**config.mk**
```make
export PLATFORM = sky130hd
export DESIGN_NAME = sqe_mul
export DESIGN_NICKNAME = d
export VERILOG_FILES = /design/src/hw/rtl/sqe_mul.sv
export SDC_FILE = /design/constraint.sdc
export NUM_CORES = 2
export LEC_CHECK = 0
export BUFFER_PORTS_ARGS = -buffer_cell sky130_fd_sc_hd__buf_4
export CELL_PAD_IN_SITES_DETAIL_PLACEMENT = 0
export CELL_PAD_IN_SITES_GLOBAL_PLACEMENT = 2
export CORE_ASPECT_RATIO = 0.9
export CORE_MARGIN = 2
export CORE_UTILIZATION = 39
export DETAILED_ROUTE_END_ITERATION = 7
export PLACE_DENSITY_LB_ADDON = 0.1
export SYNTH_ARGS = -nofsm -noshare
export SYNTH_HDL_FRONTEND = slang
export SYNTH_SLANG_ARGS = --single-unit
```
**constraint.sdc**
```tcl
create_clock -name clk -period 6.8 [get_ports clk]
set_input_delay 0 -clock clk [delete_from_list [all_inputs] [get_ports clk]]
set_output_delay 0 -clock clk [all_outputs]
set_load 0.05 [all_outputs]
```
**src/hw/rtl/sqe_mul.sv**
```systemverilog
// Shared signed 32x32 multiplier, product registered.
module sqe_mul (
  input  logic               clk,
  input  logic signed [31:0] a,
  input  logic signed [31:0] b,
  output logic signed [63:0] p
);

  always_ff @(posedge clk) begin
    p <= a * b;
  end

endmodule

```
# Word-level counts from Yosys, hierarchy flattened
# Cells that the tools add are included.
[totals] regBits=64 elab_cells=2
[classes] multipliers=1
[ops] operator="$mul 32x32->64" n=1

# Depth between registers and ports, before layout
[depth] ltp_word=1 ltp_mapped=28

# Least setup slack after synthesis
# OpenSTA, ideal clock, no wires.
[synth_path] path_kind="input port to flip-flop" start="in b[2]" end="reg p[62]" setup_time_ns=0.072 arrival_ns=7.189 slack_ns=-0.461 cell_stages=24 path_buffers=1 path_cell_list="clkbuf_1 > nand2_1 > inv_1 > fa_1 > fa_1 > fa_1 > fa_1 > inv_1 > fa_1 > inv_1 > fa_1 > inv_1 > fa_1 > inv_1 > fa_1 > ha_1 > and3_1 > nand2_1 > or3_1 > o22a_1 > o211ai_1 > a31oi_1 > o31ai_1 > xor2_1"
[synth_via] elab_chain_len=1
[synth_lines] element="start, declared" line_no="5" rtl="input logic signed [31:0] b,"
[synth_lines] element="$mul 32x32->64" line_no="10" rtl="p <= a * b;"
[synth_lines] element="end signal, assigned" line_no="10"
[synth_lines] element="end, declared" line_no="6" rtl="output logic signed [63:0] p"
# Every way passes these cells.

# Worst setup path in the final report
[layout_path] start="in a[15]" end="reg p[61]"
[layout_via] elab_chain_len=1
[layout_lines] element="start, declared" line_no="4" rtl="input logic signed [31:0] a,"
[layout_lines] element="$mul 32x32->64" line_no="10"
# Every way passes these cells.

==> impl_metrics.yaml <==
outcome:
  status: "complete, no violations"
floorplanning:
  coreArea_sq_mm: 0.0947
  io_pins: 129
  die_w_microns: 330
  start_util_pct: 39.3
  die_area_sq_mm: 0.0980
  die_h_microns: 297
  row_count: 107
logic_synthesis:
  synth_edf_count: 0
  ys_warn_count: 0
  yosysSeqAreaShare_pct: 3.44
  synth-async-reset-ratio_pct: 0
  synth.area.top_cells: "fa_1, inv_1, and2_1"
  syn_inst: 3884
  netlist_area_sq_mm: 0.0372
  syn-mean-instance-area_sq_um: 9.59
  synth.most_common_cell: "fa_1"
  ys.flop_type: "dfxtp_1"
  yosys.area.top_type: "fa_1"
  synth_nets: 5215
  ys_types: 63
  synth-seq-cells: 64
  synth.top_cell.area_share_pct: 58.2
  synthTopCellsByCount: "fa_1, inv_1, and2_1, nand2_1, clkbuf_1"
layout:
  drive_gt1_share_pct: 19.4
  top_register: "p"
  utilization_pct: 47.4
  reg.largest.list: "p: 64 flops"
  fin_nets: 5651
  syn_to_final_growth_pct: 20.6
  largest_reg_flops: 64
sta:
  slew_headroom_pct: 56.2
  setup_violations: 0
  min_period_ns: 6.67
  fmax_ghz: 0.150
  drv_slew: 0
  rsz0062_at_grt: "yes"
  hold_viol_final: 0
  finalCritPeriodShare_pct: 98.1
  worst_pin_slew_ns: 0.655
placed_design:
  hpwl_mm: 102
  place_congestion: 0.868
  io_buffers: 128
flow_run:
  drv_cap: 0
global_routing:
  antenna_found_initial: 1
  grt_max_degree: 29
  track_usage_pct: 24.8
  grt-ovfl-total: 0
  grt_pass1_wl_mm: 181
  grt_pass1_vias: 28600
cts:
  clk_path_buf_depth: 2
  htree_levels: 3
  cts_tree: "built"
  cts_made_buffers: 9
  postCtsHoldBufs: 0
  clk_pin_slew_ns: 0.07
  cts_root_buf: "clkbuf_16"
  clock_sinks: 64
setup_path:
  worstPathRequired_ns: 7.12
  worst_path_most_repeated_cell: "fa_1"
  worstPathMaxFanout: 21
  start_kind: "input port"
  crit_type: "input port to flip-flop"
  slowest_delay_ns: 0.61
  critPathSlowestCell: "fa_2"
  cp.arrival_ns: 7.00
  end_kind: "flip-flop"
  worstPathCellList: "buf_12 -> buf_6 -> and2_1 -> fa_1 -> fa_1 -> fa_1 -> inv_1 -> fa_1 -> inv_1 -> fa_1 -> fa_1 -> fa_1 -> fa_2 -> ha_4 -> a21oi_4 -> o21bai_2 -> a221oi_2 -> o21ai_4 -> and4_4 -> a211oi_4 -> o21ai_2 -> a221o_1 -> a31oi_2 -> xnor2_1"
drt:
  drc: 0
  final_antenna_net_count: 0
  vias: 26200
  drt-total-wl_mm: 114
  routed_via_density: 4.70
  wl_per_cell_microns: 20.5
  dr.pass1.iters: 5
  drtIter0Drc: 1532
min_path:
  hp-class: "input port to flip-flop"
==> what timing repair did <==
item	CTS	global route
gates cloned	0	3
pin swaps	26	99
setup endpoints to repair	29	25
buffers inserted	6	14
resized for setup	72	221
==> logic make-up after synthesis <==
kind of cell,share of synthesized area [%]
xor gates and xnor gates,1.76
buffers and inverters,11.6
AOI/OAI and AO/OA,3.46
and+or+nand+nor,15.4
DFF,3.44
adders and majority gates,64.3
==> per-stage QoR <==
stage / TNS (ns) / cell area, sq um / setup WS, ns / hold WS [ns] / instances
global placement: -24.52 / 43100 / -1.18 / 0.450 / 5541
CTS: 0 / 43800 / 0.000718 / 0.304 / 5562
floorplan: -0.352 / 37400 / -0.198 / 0.127 / 3884
detailed placement: -22.41 / 43100 / -1.14 / 0.451 / 5541
finish: 0 / 44900 / 0.126 / 0.310 / 5579
global route: -0.344 / 44900 / -0.0923 / 0.323 / 5578
==> worst paths after layout <==
kind	start	to	cells past startpoint
worst max-delay path	a[15]	p[61]	24
worst min-delay path	a[0]	p[0]	4
==> worst max-delay path, delay by kind of cell <==
| family | cells | cell delay, ns |
|---|---|---|
| XOR/XNOR | 1 | 0.13 |
| AND/OR/NAND/NOR | 2 | 0.39 |
| AO/OA/AOI/OAI | 8 | 1.72 |
| adder cells (fa/ha/maj) | 9 | 4.26 |
| buffers and inverters | 4 | 0.40 |
==> routing by layer <==
layer / wire length, microns / vias up / GRT usage [%]
met2: 45800 / 573 / 32.9
met5: 0 / - / 0
li1: - / 11900 / -
met4: 1010 / 0 / 2.97
met3: 8100 / 36 / 6.03
met1: 59500 / 13700 / 41.0
==> cell usage in the layout, fill, tap and decap left out, drive strengths merged, types with 3 or more instances in the layout <==
master / count
o31ai: 7
inv: 954
clkbuf: 12
a211oi: 8
and3: 9
fa: 1082
ha: 184
o21bai: 15
and4: 4
o21ai: 31
dfxtp: 64
o211ai: 3
nor2: 42
a21o: 25
xor2: 22
o21a: 4
nand3: 15
nand2: 511
a21boi: 3
nand2b: 9
buf: 622
and2: 516
nand4: 7
nor3: 7
a21oi: 68
xnor2: 53
or3: 5
a31oi: 13
bufinv: 3
nor2b: 3
==> final cells by class <==
cell class	instances	area, sq um
antenna	1	2.50
clock buffer	9	225
clock inverter	7	125
fill	9161	49800
inverter	952	3580
multi-input combinational	2668	32400
sequential	64	1280
tap	1253	1570
timing repair buffer	625	5670
Power is not shown: default switching activity piles up to over one toggle a cycle in this logic, so the estimate is an artifact.
