==> config.mk <==
export PLATFORM = sky130hd
export DESIGN_NAME = sqe_div
export DESIGN_NICKNAME = d
export VERILOG_FILES = /design/src/hw/rtl/sqe_pkg.sv /design/src/hw/rtl/sqe_div.sv
export SDC_FILE = /design/constraint.sdc
export NUM_CORES = 1
export LEC_CHECK = 0
export CORE_ASPECT_RATIO = 1.25
export CORE_MARGIN = 10
export CORE_UTILIZATION = 27
export CTS_CLUSTER_DIAMETER = 60
export DETAILED_ROUTE_END_ITERATION = 8
export DONT_BUFFER_PORTS = 1
export HOLD_SLACK_MARGIN = 0.15
export PLACE_DENSITY = 0.5
export SLEW_MARGIN = 20
export SYNTH_ARGS = -nofsm -noshare
export SYNTH_HDL_FRONTEND = slang
export SYNTH_SLANG_ARGS = --single-unit
==> constraint.sdc <==
create_clock -name clk -period 5.2 [get_ports clk]
set_clock_uncertainty 0.2 [all_clocks]
set_input_delay 1.56 -clock clk [delete_from_list [all_inputs] [get_ports clk]]
set_output_delay 1.56 -clock clk [all_outputs]
set_load 0.05 [all_outputs]
==> src/hw/rtl/sqe_pkg.sv <==
package sqe_pkg;

  localparam int COEF_FRAC = 12;
  localparam int VERTS     = 6;
  localparam int CFG_IDX_W = 3;

  localparam logic [2:0] LAST_SLOT = 3'(VERTS - 1);

  typedef enum logic [CFG_IDX_W-1:0] {
    REG_VIEW_ROW0  = 3'd0,
    REG_VIEW_ROW1  = 3'd1,
    REG_VIEW_ROW2  = 3'd2,
    REG_SHIFT_X    = 3'd3,
    REG_SHIFT_Y    = 3'd4,
    REG_SHIFT_Z    = 3'd5,
    REG_HALF_WIDTH = 3'd6
  } cfg_reg_t;

  // status of an iterative unit; done pulses one cycle with the result
  typedef struct packed {
    logic busy;
    logic done;
  } unit_stat_t;

endpackage

==> src/hw/rtl/sqe_div.sv <==
// Restoring unsigned divider, one quotient bit per cycle.
module sqe_div #(
  parameter int DW = 48
) (
  input  logic                clk,
  input  logic                rst,
  input  logic                start,
  input  logic [DW-1:0]       num,
  input  logic [30:0]         den,
  output logic [DW-1:0]       quo,
  output sqe_pkg::unit_stat_t stat
);
  import sqe_pkg::*;

  localparam int CW = $clog2(DW);

  logic [30:0]   rem;
  logic [31:0]   shifted;
  logic [CW-1:0] cnt;
  logic          busy;
  logic          done;

  assign shifted = {rem, quo[DW-1]};
  assign stat    = '{busy: busy, done: done};

  always_ff @(posedge clk) begin
    if (rst) begin
      busy <= 1'b0;
      done <= 1'b0;
      cnt  <= '0;
    end else begin
      done <= 1'b0;
      if (start) begin
        busy <= 1'b1;
        cnt  <= '0;
      end else if (busy) begin
        cnt <= cnt + 1'b1;
        if (cnt == CW'(DW - 1)) begin
          busy <= 1'b0;
          done <= 1'b1;
        end
      end
    end
  end

  always_ff @(posedge clk) begin
    if (start) begin
      rem <= '0;
      quo <= num;
    end else if (busy) begin
      if (shifted >= {1'b0, den}) begin
        rem <= 31'(shifted - {1'b0, den});
        quo <= {quo[DW-2:0], 1'b1};
      end else begin
        rem <= shifted[30:0];
        quo <= {quo[DW-2:0], 1'b0};
      end
    end
  end

endmodule

# Yosys cells after proc, flatten, opt, wreduce, memory -nomap -nowiden
# Cells that the tools add are included.
[totals] reg_bits=87 input_bits=82 output_inout_bits=50
[classes] n_addsub=2 n_lt_le_gt_ge=1 n_eq_ne=1 muxes=8 bitwise_logic=1 n_reduce_logical=3
[ops] cell="48-bit two-way mux" count=2
[ops] cell="32-bit by 31-bit greater-or-equal comparator with 1-bit output" count=1
[ops] cell="31-bit two-way mux" count=1
[ops] cell="31-bit subtractor" count=1
[ops] cell="6-bit by 1-bit adder with 6-bit output, second input constant" count=1
[ops] cell="6-bit == test, second input constant" count=1
[ops] cell="1-bit two-way mux" count=5
[ops] cell="3-bit OR reduction" count=1
[ops] cell="2-bit nonzero test" count=1
[ops] cell="2-bit OR reduction" count=1
[ops] cell="1-bit NOT" count=1

# Longest topological paths before layout
[depth] word_depth=4 depth_mapped=13 mapped_depth_nobuf=11

# Worst setup path before layout
# OpenSTA, ideal clock, no wires.
[synth_timing] kind="input to register" startpoint="input port den[2]" endpoint="register quo[0] (data pin)" t_arrival_ns=3.811 path_slack_ns=0.929 path_stages=10 path_buffers=1 cell_sequence="inv_1 ha_1 nor2b_1 o31ai_1 a211oi_1 o21a_1 o311ai_1 nand2_2 buf_2 mux2_2"
[synth_between] elab_chain_cells=4
[synth_rtl] element="start, declared" line="sqe_div.sv:9" source="input logic [30:0] den,"
[synth_rtl] element="32-bit by 31-bit greater-or-equal comparator with 1-bit output" line="sqe_div.sv:51" source="if (shifted >= {1'b0, den}) begin"
[synth_rtl] element="1-bit two-way mux" line="sqe_div.sv:51"
[synth_rtl] element="48-bit two-way mux" line="sqe_div.sv:50" source="end else if (busy) begin"
[synth_rtl] element="48-bit two-way mux" line="sqe_div.sv:47" source="if (start) begin"
[synth_rtl] element="end signal, assigned" line="sqe_div.sv:49" source="quo <= num;"
[synth_rtl] element="end signal, assigned" line="sqe_div.sv:53" source="quo <= {quo[DW-2:0], 1'b1};"
[synth_rtl] element="end signal, assigned" line="sqe_div.sv:56" source="quo <= {quo[DW-2:0], 1'b0};"
[synth_rtl] element="end, declared" line="sqe_div.sv:10" source="output logic [DW-1:0] quo,"
# No other way between the ends. The select of a mux whose other input is x is not followed.
# A chain may end at the register's enable or synchronous reset.

# Final worst setup path
[layout_timing] startpoint="input port den[2]" endpoint="register rem[1]"
[layout_between] elab_chain_cells=2
[layout_rtl] element="32-bit by 31-bit greater-or-equal comparator with 1-bit output" line="sqe_div.sv:51"
[layout_rtl] element="31-bit two-way mux" line="sqe_div.sv:51"
[layout_rtl] element="end signal, assigned" line="sqe_div.sv:52" source="rem <= 31'(shifted - {1'b0, den});"
[layout_rtl] element="end signal, assigned" line="sqe_div.sv:55" source="rem <= shifted[30:0];"
[layout_rtl] element="end, declared" line="sqe_div.sv:17" source="logic [30:0] rem;"
# No other way between the ends.

==> qor.txt <==
Drt wl/cell: 18.3 um
Total GRT Usage: 11.5%
Slowest CP cell: o311ai_1
Share of layout cells above drive strength 1: 14.2%
Multi-input gate area: 3180 um^2
DR iter-0 viols: 202
Cell family with most CP delay: compound AO/OA/AOI/OAI gates
Antenna cell count: 0
WP depth: 11
Post-DP Area: 5940 um^2
Register share of total power: 48.0%
Cell area after synthesis: 5730 um^2
Ys async rst share: 0%
Yosys top cell area share: 25.1%
Rows: 59
Switching Share: 36.3%
Most frequent cell after synthesis: nand2_1
Power per cell area: 332 nW/um^2
Post-Route WL: 15800 um
Clock sinks: 87
DR vias/cell: 5.14
Crit Path Max Fanout: 18
Max rail drop VDD: 0.000171 V
# setup viols final: 0
Syn-to-layout area delta: 8.73%
CP startpoint kind: input pin
First-pass detailed-route iteration total: 4
Register area share after synthesis: 38.8%
Capture point of the worst reg-to-reg path: rem[9]
Outcome: finished clean
Register bit total from synthesis: 87
Die area: 27500 um^2
Int Power: 1.32 mW
I/O Pins: 132
Syn avg cell area: 9.41 um^2
Critical Path RT: 5240 ps
Fmax: 230 MHz
CTS tree: yes
GR Overflow Total: 0
Max clock buf depth: 2
Hold Path Depth: 2
Reg2Reg Depth: 12
Fillers: 2181
Critical path class: in -> reg
Number of synthesized flops with an enable pin: 48
NetSw: 751 uW
Most frequent cells after synthesis: nand2_1 (53), nor2_1 (50), mux2_2 (49)
IO buf count: 0
Reg clk slew, reported paths: 80 ps
Post-route cell area: 6230 um^2
Number of global-route vias before repair: 4727
Htree depth: 3
Global-route wire length before repair: 25600 um
GP Congestion: 0.839
Max cap viols: 0
Minimum clock period after layout: 4350 ps
Root Buffer: clkbuf_16
Starting Density: 27.4%
Clock latency on the worst-skew pair: 360 ps
Main area contributors after synthesis: edfxtp_1 (25%), dfxtp_1 (14%), mux2_2 (9.6%)
Crit path buffers/inverters: 2
Comb pwr share: 20.2%
CORE AREA: 20900 um^2
Nets@finish: 700
Worst r2r src: quo[47]
Initial antenna violation count: 1
Post-layout util: 29.8%
Hold_buf cts: 0
Min-delay worst type: reg -> reg
Antenna viol nets, final: 0
Final hold violations: 0
Cells after synthesis: 609
Synth area leader: edfxtp_1
Setup ws final: 845 ps
Synth unique cells: 66
Synth Flop Type: edfxtp_1
Clock Power Share: 31.7%
Worst hold start: rem[30]
Syn Nets: 724
Leak Pwr: 2.42 nW
Final worst-path cycle share: 83.7%
Largest net degree at the start of global routing: 84
Die Y: 183 um
Die X-Extent: 150 um
DR DRC count: 0
Fin Hold WS: 285 ps
Slew Limit Headroom: 55.0%
Synth warn: 0
Pre-CTS WS: 465 ps
Number of buffers created by CTS: 9
Hold Path Sink: rem[30]
Post-CTS Setup Repair Bufs: 0
Crit-path cells: inv_1 > ha_1 > nor2b_1 > o31ai_1 > a211oi_1 > o21a_1 > o311ai_1 > nand2_2 > buf_4 > o211ai_1 > a21oi_1
Worst EP arrival: 4390 ps
Register Area: 2220 um^2
TNS Setup: 0 ps
RSZ-0062 raised after global routing: no
Reg2Reg Setup Slack: 1280 ps
CP peak stage delay: 540 ps
Via Count: 4439
Tightest Pin Transition: 675 ps
DP HPWL: 12200 um
Post-CTS sizing: 0
CP Capture Type: flop
Max Slew Vio Count: 0
==> sequential cells by signal, summed over array words and instances, names as in the netlist <==
| name | count |
|---|---|
| rem | 31 |
| done | 1 |
| cnt | 6 |
| busy | 1 |
| quo | 48 |
==> cell usage in the layout (no fill, tap or decap), drive strengths merged, types with 6 or more instances in the layout <==
cell type,count
nand2,54
nor2,51
mux2,49
edfxtp,48
inv,47
a21oi,39
dfxtp,39
ha,32
o21ai,23
a311oi,22
a21o,21
nand3,14
nand4,12
xnor2,11
clkbuf,9
nor2b,8
xor2,8
a211oi,7
o211ai,7
nand2b,7
o31ai,6
a31oi,6
==> power groups by stage <==
stage	clock (mW)	combinational [mW]	sequential (mW)
final	0.657	0.419	0.996
after global routing	0.704	0.474	1.01
after CTS	0.674	0.423	0.999
after detailed placement	0	0.423	1.01
after global placement	0	0.417	1.01
after floorplan	0	0.353	0.984
==> metrics by stage <==
stage                     power, mW  std cells
final                          2.07        864
after global routing           2.18        864
after CTS                      2.10        864
after detailed placement       1.43        848
after global placement         1.43        848
after floorplan                1.34        609
==> tightest hold or removal path, delay by kind of cell (launching register included) <==
kind,cells,cell delay (ps)
AOI/OAI and AO/OA,1,70
buffers and inverters,1,50
DFF,1,320
==> worst max path at each step <==
stage / startpoint / to / slack (ps)
CTS: den[2] / rem[1] / 830
floorplan: den[2] / quo[0] / 930
global route: den[2] / rem[1] / 550
global placement: den[7] / rem[1] / 610
finish: den[2] / rem[1] / 850
detailed placement: den[2] / rem[1] / 470
==> cell families (layout without fill, tap and decap cells) <==
| logic type | Yosys count | after routing | synth area share, % |
|---|---|---|---|
| and+or+nand+nor | 173 | 173 | 14.9 |
| AOI/OAI and AO/OA | 164 | 164 | 20.1 |
| DFF | 87 | 87 | 38.8 |
| buffers and inverters | 81 | 62 | 5.85 |
| muxes | 52 | 52 | 10.1 |
| adders and majority gates | 33 | 33 | 7.33 |
| xor gates and xnor gates | 19 | 19 | 2.90 |
==> per-layer routing <==
| layer | track usage, % | part of all wire [%] | vias to the layer above |
|---|---|---|---|
| met5 | 0 | 0.082 | - |
| met4 | 4.01 | 1.2 | 2 |
| met3 | 4.78 | 8.7 | 17 |
| met2 | 19.0 | 49 | 128 |
| met1 | 13.2 | 41 | 2105 |
| li1 | - | - | 2187 |
==> area by class of cell <==
class                           instances  share of cell area [%]
Timing Repair Buffer                    3                   0.562
Sequential cell                        87                    35.7
Multi-Input combinational cell        441                    51.0
Clock inverter                          7                    1.08
Clock buffer                            9                    3.61
Inverter                               43                    2.59
Tap cell                              274                    5.50
Note: power is estimated with default switching activity, not from simulation.
