[src/hw/rtl/sqe_pkg.sv]
package sqe_pkg;

  localparam int COEF_FRAC = 12;
  localparam int VERTS     = 6;
  localparam int CFG_IDX_W = 3;

  localparam logic [2:0] LAST_SLOT = 3'(VERTS - 1);

  typedef enum logic [CFG_IDX_W-1:0] {
    REG_VIEW_ROW0  = 3'd0,
    REG_VIEW_ROW1  = 3'd1,
    REG_VIEW_ROW2  = 3'd2,
    REG_SHIFT_X    = 3'd3,
    REG_SHIFT_Y    = 3'd4,
    REG_SHIFT_Z    = 3'd5,
    REG_HALF_WIDTH = 3'd6
  } cfg_reg_t;

  // status of an iterative unit; done pulses one cycle with the result
  typedef struct packed {
    logic busy;
    logic done;
  } unit_stat_t;

endpackage

[src/hw/rtl/sqe_isqrt.sv]
// Floor square root, two radicand bits per cycle.
module sqe_isqrt (
  input  logic                clk,
  input  logic                rst,
  input  logic                start,
  input  logic [61:0]         radicand,
  output logic [30:0]         root,
  output sqe_pkg::unit_stat_t stat
);
  import sqe_pkg::*;

  logic [62:0] rem;
  logic [62:0] res;
  logic [62:0] probe;
  logic [62:0] trial;
  logic [4:0]  cnt;
  logic        busy;
  logic        done;

  assign trial = res + probe;
  assign root  = res[30:0];
  assign stat  = '{busy: busy, done: done};

  always_ff @(posedge clk) begin
    if (rst) begin
      busy <= 1'b0;
      done <= 1'b0;
      cnt  <= '0;
    end else begin
      done <= 1'b0;
      if (start) begin
        busy <= 1'b1;
        cnt  <= '0;
      end else if (busy) begin
        cnt <= cnt + 5'd1;
        if (cnt == 5'd31) begin
          busy <= 1'b0;
          done <= 1'b1;
        end
      end
    end
  end

  always_ff @(posedge clk) begin
    if (start) begin
      rem   <= {1'b0, radicand};
      res   <= '0;
      probe <= 63'd1 << 62;
    end else if (busy) begin
      if (rem >= trial) begin
        rem <= rem - trial;
        res <= (res >> 1) + probe;
      end else begin
        res <= res >> 1;
      end
      probe <= probe >> 2;
    end
  end

endmodule

[config.mk]
export PLATFORM = sky130hd
export DESIGN_NAME = sqe_isqrt
export DESIGN_NICKNAME = d
export VERILOG_FILES = /design/src/hw/rtl/sqe_pkg.sv /design/src/hw/rtl/sqe_isqrt.sv
export SDC_FILE = /design/constraint.sdc
export NUM_CORES = 1
export LEC_CHECK = 0
export ABC_AREA = 1
export BUFFER_PORTS_ARGS = -buffer_cell sky130_fd_sc_hd__buf_2
export CAP_MARGIN = 5
export CORE_MARGIN = 2
export CORE_UTILIZATION = 40
export CTS_BUF_LIST = sky130_fd_sc_hd__clkbuf_16
export DETAILED_ROUTE_END_ITERATION = 16
export HOLD_SLACK_MARGIN = 0.1
export SYNTH_ARGS = -nofsm -noshare
export SYNTH_HDL_FRONTEND = slang
export SYNTH_SLANG_ARGS = --single-unit
[constraint.sdc]
create_clock -name clk -period 11.1 [get_ports clk]
set_input_delay 0 -clock clk [delete_from_list [all_inputs] [get_ports clk]]
set_output_delay 0 -clock clk [all_outputs]
set_load 0.02 [all_outputs]
; Word level (Yosys, flattened, before mapping)
; Cells that the tools add are included.
[word_totals]
ff_bits = 165
input_bits = 65
output_inout_bits = 33
word_cells = 28
[classes]
addsub = 4
magnitude_cmp = 1
eq_ne = 1
muxes = 8
bitwise = 1
reduce_logical = 6
[op_table]
columns = op, n
row1 = 62-bit two-way mux, 3
row2 = 62-bit by 63-bit adder with 63-bit output, 1
row3 = 63-bit adder, 1
row4 = 63-bit >= comparator, 1
row5 = 63-bit two-way mux, 1
row6 = 63-bit subtractor, 1
row7 = 5-bit by 1-bit adder with 5-bit output (second input constant), 1
row8 = 5-bit equality test (second input constant), 1
row9 = 1-bit two-way mux, 4
row10 = 2-bit AND reduction, 2
row11 = 2-bit nonzero test, 2
row12 = 3-bit OR reduction, 1
row13 = 2-bit OR reduction, 1
row14 = 1-bit NOT, 1

; Logic depth before layout (Yosys ltp)
; Gate-level depths: netlist of the first run.
[logic_depth]
word_depth = 5
depth_mapped = 30
mapped_depth_nobuf = 29

; Worst setup path before layout of the first run
; Ideal clock, no wire load.
[synth_path]
path_kind = register to register
startpoint = reg probe[10]
endpoint = reg rem[0], enable pin
setup_ns = 0.421
arrival_time_ns = 4.559
t_required_ns = 10.679
setup_slack_ns = 6.120
stages_incl_launch_ff = 27
n_path_buf = 1
path_cell_list = dfxtp_1 ha_1 nand2_1 o21ai_0 nand2_1 o21ai_0 a21oi_1 nand2_1 nand2_1 nand2_1 nand2_1 nand3b_1 nand2_1 ha_1 nand2_1 nor2_1 nand2_1 nor2_1 nand2_1 nor2_1 nand2_1 nand2_1 nor2_4 nand2_8 nand2_2 buf_2 nand2_1
[synth_between]
elab_chain_len = 4
[synth_lines]
columns = item, line
row1 = "start, declared", sqe_isqrt.sv:14  ; logic [62:0] probe;
row2 = "start signal, assigned", sqe_isqrt.sv:48  ; probe <= 63'd1 << 62;
row3 = "start signal, assigned", sqe_isqrt.sv:56  ; probe <= probe >> 2;
row4 = 63-bit adder, sqe_isqrt.sv:20  ; assign trial = res + probe;
row5 = 63-bit >= comparator, sqe_isqrt.sv:50  ; if (rem >= trial) begin
row6 = 2-bit nonzero test (no line), -
row7 = 2-bit AND reduction (no line), -
row8 = "end signal, assigned", sqe_isqrt.sv:46  ; rem <= {1'b0, radicand};
row9 = "end signal, assigned", sqe_isqrt.sv:51  ; rem <= rem - trial;
row10 = "end, declared", sqe_isqrt.sv:12  ; logic [62:0] rem;
; No other way between the ends.
; A chain may end at the register's enable or synchronous reset.

; Worst setup path after layout of the first run
[layout_path]
startpoint = reg res[10]
endpoint = reg rem[6], enable pin
[layout_between]
elab_chain_len = 4
[layout_lines]
columns = item, line
row1 = "start, declared", sqe_isqrt.sv:13  ; logic [62:0] res;
row2 = "start signal, assigned", sqe_isqrt.sv:52  ; res <= (res >> 1) + probe;
row3 = "start signal, assigned", sqe_isqrt.sv:54  ; res <= res >> 1;
row4 = 63-bit adder, sqe_isqrt.sv:20
row5 = 63-bit >= comparator, sqe_isqrt.sv:50
row6 = 2-bit nonzero test (no line), -
row7 = 2-bit AND reduction (no line), -
; No other way between the ends.

==> results of run 1 <==
-- critical path: stages (launching register included) --
cell and delay (ps):
dfxtp_1 420, ha_1 400, nand2_1 120, o21ai_0 420, nand2_1 150, nand2_1 100, nor2_1 100, o21ai_0 620
nand3_1 160, nand2_1 160, xnor2_1 170, ha_1 350, nand2_1 90, nand2_1 50, inv_1 70, nor2_1 40
nor2_1 110, nand2_1 60, a21oi_1 120, nand2_1 100, nor2_4 670, nand2_8 520, nand2_2 440, nand2_2 70
buf_4 400
-- registers in the layout, indices dropped and copies added (netlist names) --
signal  cells
cnt         5
rem        63
busy        1
res        63
probe      32
done        1
-- cell usage after synthesis, types with 45 or more instances --
cell      number
a21oi_1      194
clkbuf_1      47
dfxtp_1      103
edfxtp_1      62
ha_1         129
inv_1        551
nand2_1     1300
nand3_1      319
nor2_1       427
nor3_1        45
o21ai_0      166
xnor2_1       46
xor2_1        47
-- area by class of cell --
cell class,count,area [um2],area share [%]
sequential,165,3930,17.6
clock buffer,17,425,1.91
tap,672,841,3.78
timing repair buffer,170,1190,5.36
inverter,555,2080,9.35
clock inverter,15,158,0.708
multi-input combinational,2834,13600,61.3
-- logic make-up after synthesis --
group           Yosys count  synth area share, %
buf+inv                 674                 13.3
simple gates           2188                 44.2
flops                   165                 19.4
xor+xnor                 93                 4.02
compound gates          423                 11.0
fa+ha+maj               130                 8.07
-- where the power goes --
part / internal (mW) / switching [mW]
clock network: 0.318 / 0.318
registers: 0.758 / 0.133
logic: 0.609 / 1.25
total: 1.68 / 1.71
-- through the flow --
step	worst slack [ps]	hold WS [ps]	area, um2	util, %	std cells
6_report	4710	198	22300	44.5	4428
5_1_grt	4220	221	22300	44.5	4428
4_1_cts	4920	162	22300	44.5	4428
3_5_place_dp	4960	183	21100	42.1	4333
3_3_place_gp	4970	183	21100	42.1	4333
2_1_floorplan	6120	78.5	20300	-	3673
-- final timing paths --
path | from | cells past startpoint | end
hold reg to reg | cnt[4]$_SDFFE_PP0P_ | 2 | cnt[4]$_SDFFE_PP0P_
setup reg to reg | res[10]$_SDFFE_PP0P_ | 24 | rem[6]$_DFFE_PP_
setup / recovery | res[10]$_SDFFE_PP0P_ | 24 | rem[6]$_DFFE_PP_
hold / removal | start | 5 | res[5]$_SDFFE_PP0P_
-- metal layers --
metal	vias up	routed length (um)	global-route usage, %	share of wire (%)
li1	11698	-	-	-
met1	10220	37000	42.2	46
met2	857	34400	46.8	43
met3	103	6380	5.25	8.0
met4	2	2060	8.97	2.6
met5	-	13	0	0.016
==> flow_summary.ini, run 1 <==
[logic_synthesis]
ys_seq_area_share_pct = 19.4
avgSynthCellArea_um2 = 5.52
yosysTopAreaCellShare_pct = 24.1
syn_area_um2 = 20300
synth_fp_nets = 3868
netlist_instances = 3673
yosysTopAreaCell = nand2_1
yosysWarnings = 0
synth_area_leaders = nand2_1, inv_1, dfxtp_1
async_reset_ff_share_pct = 0
synth_flop_cell = dfxtp_1
synth_edf_count = 62
yosys_register_bits = 165
yosysUniqueCellTypes = 41

[floorplanning]
die_w_um = 229
die_h_um = 229
fp.coreArea_um2 = 50100
rows = 82
top_level_ports = 98
die_area_um2 = 52500
start_util_pct = 40.5

[sta]
finalCriticalPeriod_ps = 6390
finalHoldViolations = 0
skew_ps = 17.2
fmax_ghz = 0.157
worstMarginPinSlew_ps = 916
fin_crit_sh_pct = 57.5
slew_violations = 0
finalSetupViolCount = 0
rsz0062_at_grt = no
tns_ps = 0
maxSlewHeadroom_pct = 38.3

[cts]
cts_hold_buf = 63
clock-root-buffer = clkbuf_16
clock_sinks = 165
clk_latency_ps = 530
clkTransAtPathRegs_ps = 80
cts_buffer_depth = 2
htreeDepth = 4
cts_resized = 0
post_cts_buffers = 0
tritoncts = done
cts_inserted_buffers = 17

[global_route]
grt_pass1_vias = 20439
grt_pass1_wl_mm = 121
antenna_found_initial = 1
grt_use_total_pct = 30.0
gr-total-overflow = 0
grt_max_degree = 73

[finish]
layout.nets = 3938
areaGrowthSynthToFinish_pct = 9.94
drive_above_1_share_pct = 4.61
fill_cells = 5672
final_common_cell = nand2_1
final_cell_mix = nand2_1, inv_1, nor2_1, nand3_1, a21oi_1
n_antenna_cell = 0

[status]
outcome = complete, no violations

[flow_run]
cap_violations = 0

[setup_path]
crit_type = reg -> reg
crit_fanout = 72
crit_path_end_kind = register
r2r_slack_ps = 4710
required_ps = 11250
arrival_ps = 6530
worst_setup_path_start_kind = register

[drt]
drc = 0
vias = 22880
antenna_left = 0
wirelength_mm = 79.8
vias_per_cell = 5.17
wl_per_cell_um = 18.0
drt-pass1-iter-count = 6
drt-initial-drc-count = 2470

[power]
powerDensity_nw_per_um2 = 152
leakage_nw = 10.8
power_mw = 3.39
irDropWorstVdd_uv = 137

[place]
port_buffers = 97
hpwl_mm = 64.9
gp_congestion = 1.03

[worst_hold_path]
min-delay-path-class = in -> reg
(Power assumes the default switching activity.)
==> run 2: changes to the inputs <==
clock period = 6.2 ns   (was 11.1 ns; I/O delays follow)
==> run 2 against run 1 <==
Net effect: global-route usage grew 0.24 points; critical path depth shrank 2; final area grew 0.84%; sequential power grew 73%; combinational power grew 84%; clock-buffer cell count is the same; largest cell class unchanged.
==> flow_summary.ini, run 2 (same netlist as run 1, synthesis figures left out) <==
[drt]
vias_per_cell = 5.22
wirelength_mm = 80.7
wl_per_cell_um = 18.1
antenna_left = 0
drc = 0
drt-initial-drc-count = 2438
drt-pass1-iter-count = 6
vias = 23230

[setup_path]
crit_family = simple AND/OR/NAND/NOR gates
r2r_cells = 22
r2r_start = probe[22]$_SDFFE_PP0P_
cp_num_buf_inv = 2
worst_setup_path_start_kind = register
crit_end = res[46]$_SDFFE_PP0P_
r2r_slack_ps = 740
required_ps = 6650
r2r-end = res[46]$_SDFFE_PP0P_
arrival_ps = 5910
crit_path_end_kind = register
startpoint = probe[22]$_SDFFE_PP0P_
crit_type = reg -> reg
slowest_delay_ps = 460
path_cells = ha_1 -> nand2_1 -> o21ai_0 -> nand2_1 -> o21ai_0 -> a21oi_1 -> o21ai_0 -> nand3_1 -> nand2_1 -> xnor2_1 -> ha_1 -> nand2_1 -> nor3_1 -> nand2_1 -> nor2_2 -> nand2_4 -> nand2_8 -> buf_4 -> inv_2 -> nand2_1 -> nand3_1 -> nand2_1
crit_fanout = 42
critPathMostFrequentCell = nand2_1
cp_num_cells = 22
crit_slowest_cell = o21ai_0

[cts]
clkTransAtPathRegs_ps = 80
clock-root-buffer = clkbuf_16
clock_sinks = 165
htreeDepth = 4
cts_inserted_buffers = 17
clk_latency_ps = 520
cts_buffer_depth = 2
post_cts_buffers = 0
tritoncts = done

[global_route]
antenna_found_initial = 1
grt_pass1_wl_mm = 122
grt_use_total_pct = 30.3
grt_max_degree = 75
gr-total-overflow = 0
grt_pass1_vias = 20991

[sta]
maxSlewHeadroom_pct = 37.5
slew_violations = 0
finalSetupViolCount = 0
fmax_ghz = 0.183
setup_slack_ps = 743
worstMarginPinSlew_ps = 938
fin_crit_sh_pct = 88.0
skew_ps = 11.4
tns_ps = 0
finalCriticalPeriod_ps = 5460
finalHoldViolations = 0
rsz0062_at_grt = no

[status]
outcome = complete, no violations

[floorplanning]
die_area_um2 = 52500
fp.coreArea_um2 = 50100
rows = 82
die_h_um = 229
die_w_um = 229
start_util_pct = 40.5
top_level_ports = 98

[finish]
final_cell_mix = nand2_1, inv_1, nor2_1, nand3_1, a21oi_1
final_common_cell = nand2_1
drive_above_1_share_pct = 5.09
layout.nets = 3957
areaGrowthSynthToFinish_pct = 10.9
layout.cells.non_filler = 4448
fill_cells = 5647
reg.largest.list = rem x63, res x63, probe x32

[power]
powerDensity_nw_per_um2 = 273
irDropWorstVdd_uv = 235
leakage_nw = 10.9

[place]
gp_congestion = 1.01
port_buffers = 97
place_inst = 4352
hpwl_mm = 66.1
post-place-ws_ps = 929

[worst_hold_path]
min-delay-path-class = in -> reg

[flow_run]
cap_violations = 0
[run 2: worst reg2reg max path, cell delays in order (launching register included)]
cell and delay (ps):
dfxtp_1 360, ha_1 400, nand2_1 90, o21ai_0 460, nand2_1 190, o21ai_0 440, a21oi_1 60, o21ai_0 300
nand3_1 150, nand2_1 140, xnor2_1 80, ha_1 380, nand2_1 150, nor3_1 300, nand2_1 170, nor2_2 160
nand2_4 280, nand2_8 310, buf_4 460, inv_2 270, nand2_1 120, nand3_1 70, nand2_1 60
[run 2: power by group]
group / total (mW) / leakage (nW) / internal, mW / switching [mW]
Combinational: 3.43 / 9.15 / 1.12 / 2.31
Clock: 1.15 / 0.299 / 0.578 / 0.573
Sequential: 1.54 / 1.46 / 1.36 / 0.188
Total: 6.13 / 10.9 / 3.06 / 3.07
[run 2: worst min path at each step]
stage / from / end / slack (ps) / cells after the start
floorplan: rst / busy$_SDFF_PP0_ / 80 / 1
global placement: rst / busy$_SDFF_PP0_ / 180 / 2
detailed placement: rst / busy$_SDFF_PP0_ / 190 / 2
CTS: start / res[11]$_SDFFE_PP0P_ / 120 / 5
global route: start / rem[0]$_DFFE_PP_ / 200 / 3
finish: start / res[11]$_SDFFE_PP0P_ / 160 / 5
[run 2: metrics by stage]
stage          utilization, %  instance area [um2]  hold WS, ps  power, mW
2_1_floorplan               -                20300         78.5       3.91
3_3_place_gp             42.4                21200          181       4.90
3_5_place_dp             42.4                21200          188       4.90
4_1_cts                  44.9                22500          123       6.09
5_1_grt                  44.9                22500          196       6.60
6_report                 44.9                22500          157       6.13
[run 2: routing by layer]
| layer | routed length [um] | GRT usage, % | share of wire [%] |
|---|---|---|---|
| met5 | 0 | 0 | 0 |
| met4 | 2230 | 9.44 | 2.8 |
| met3 | 6650 | 5.83 | 8.2 |
| met2 | 34900 | 47.3 | 43 |
| met1 | 36900 | 41.9 | 46 |
[run 2: final cells by class]
class,instances,area (um2),share of cell area [%]
clock inverters,15,188,0.836
diodes,1,2.50,0.0111
flip-flops and latches,165,3930,17.5
clock buffers,17,425,1.89
multi-input cells,2834,13600,60.8
repair buffers,189,1350,6.01
well taps,672,841,3.74
inverters,555,2080,9.28
[run 2: timing repair]
item | in CTS | in global routing
resized for setup | 0 | 0
hold buffers | 63 | 0
hold endpoints to repair | 69 | 0
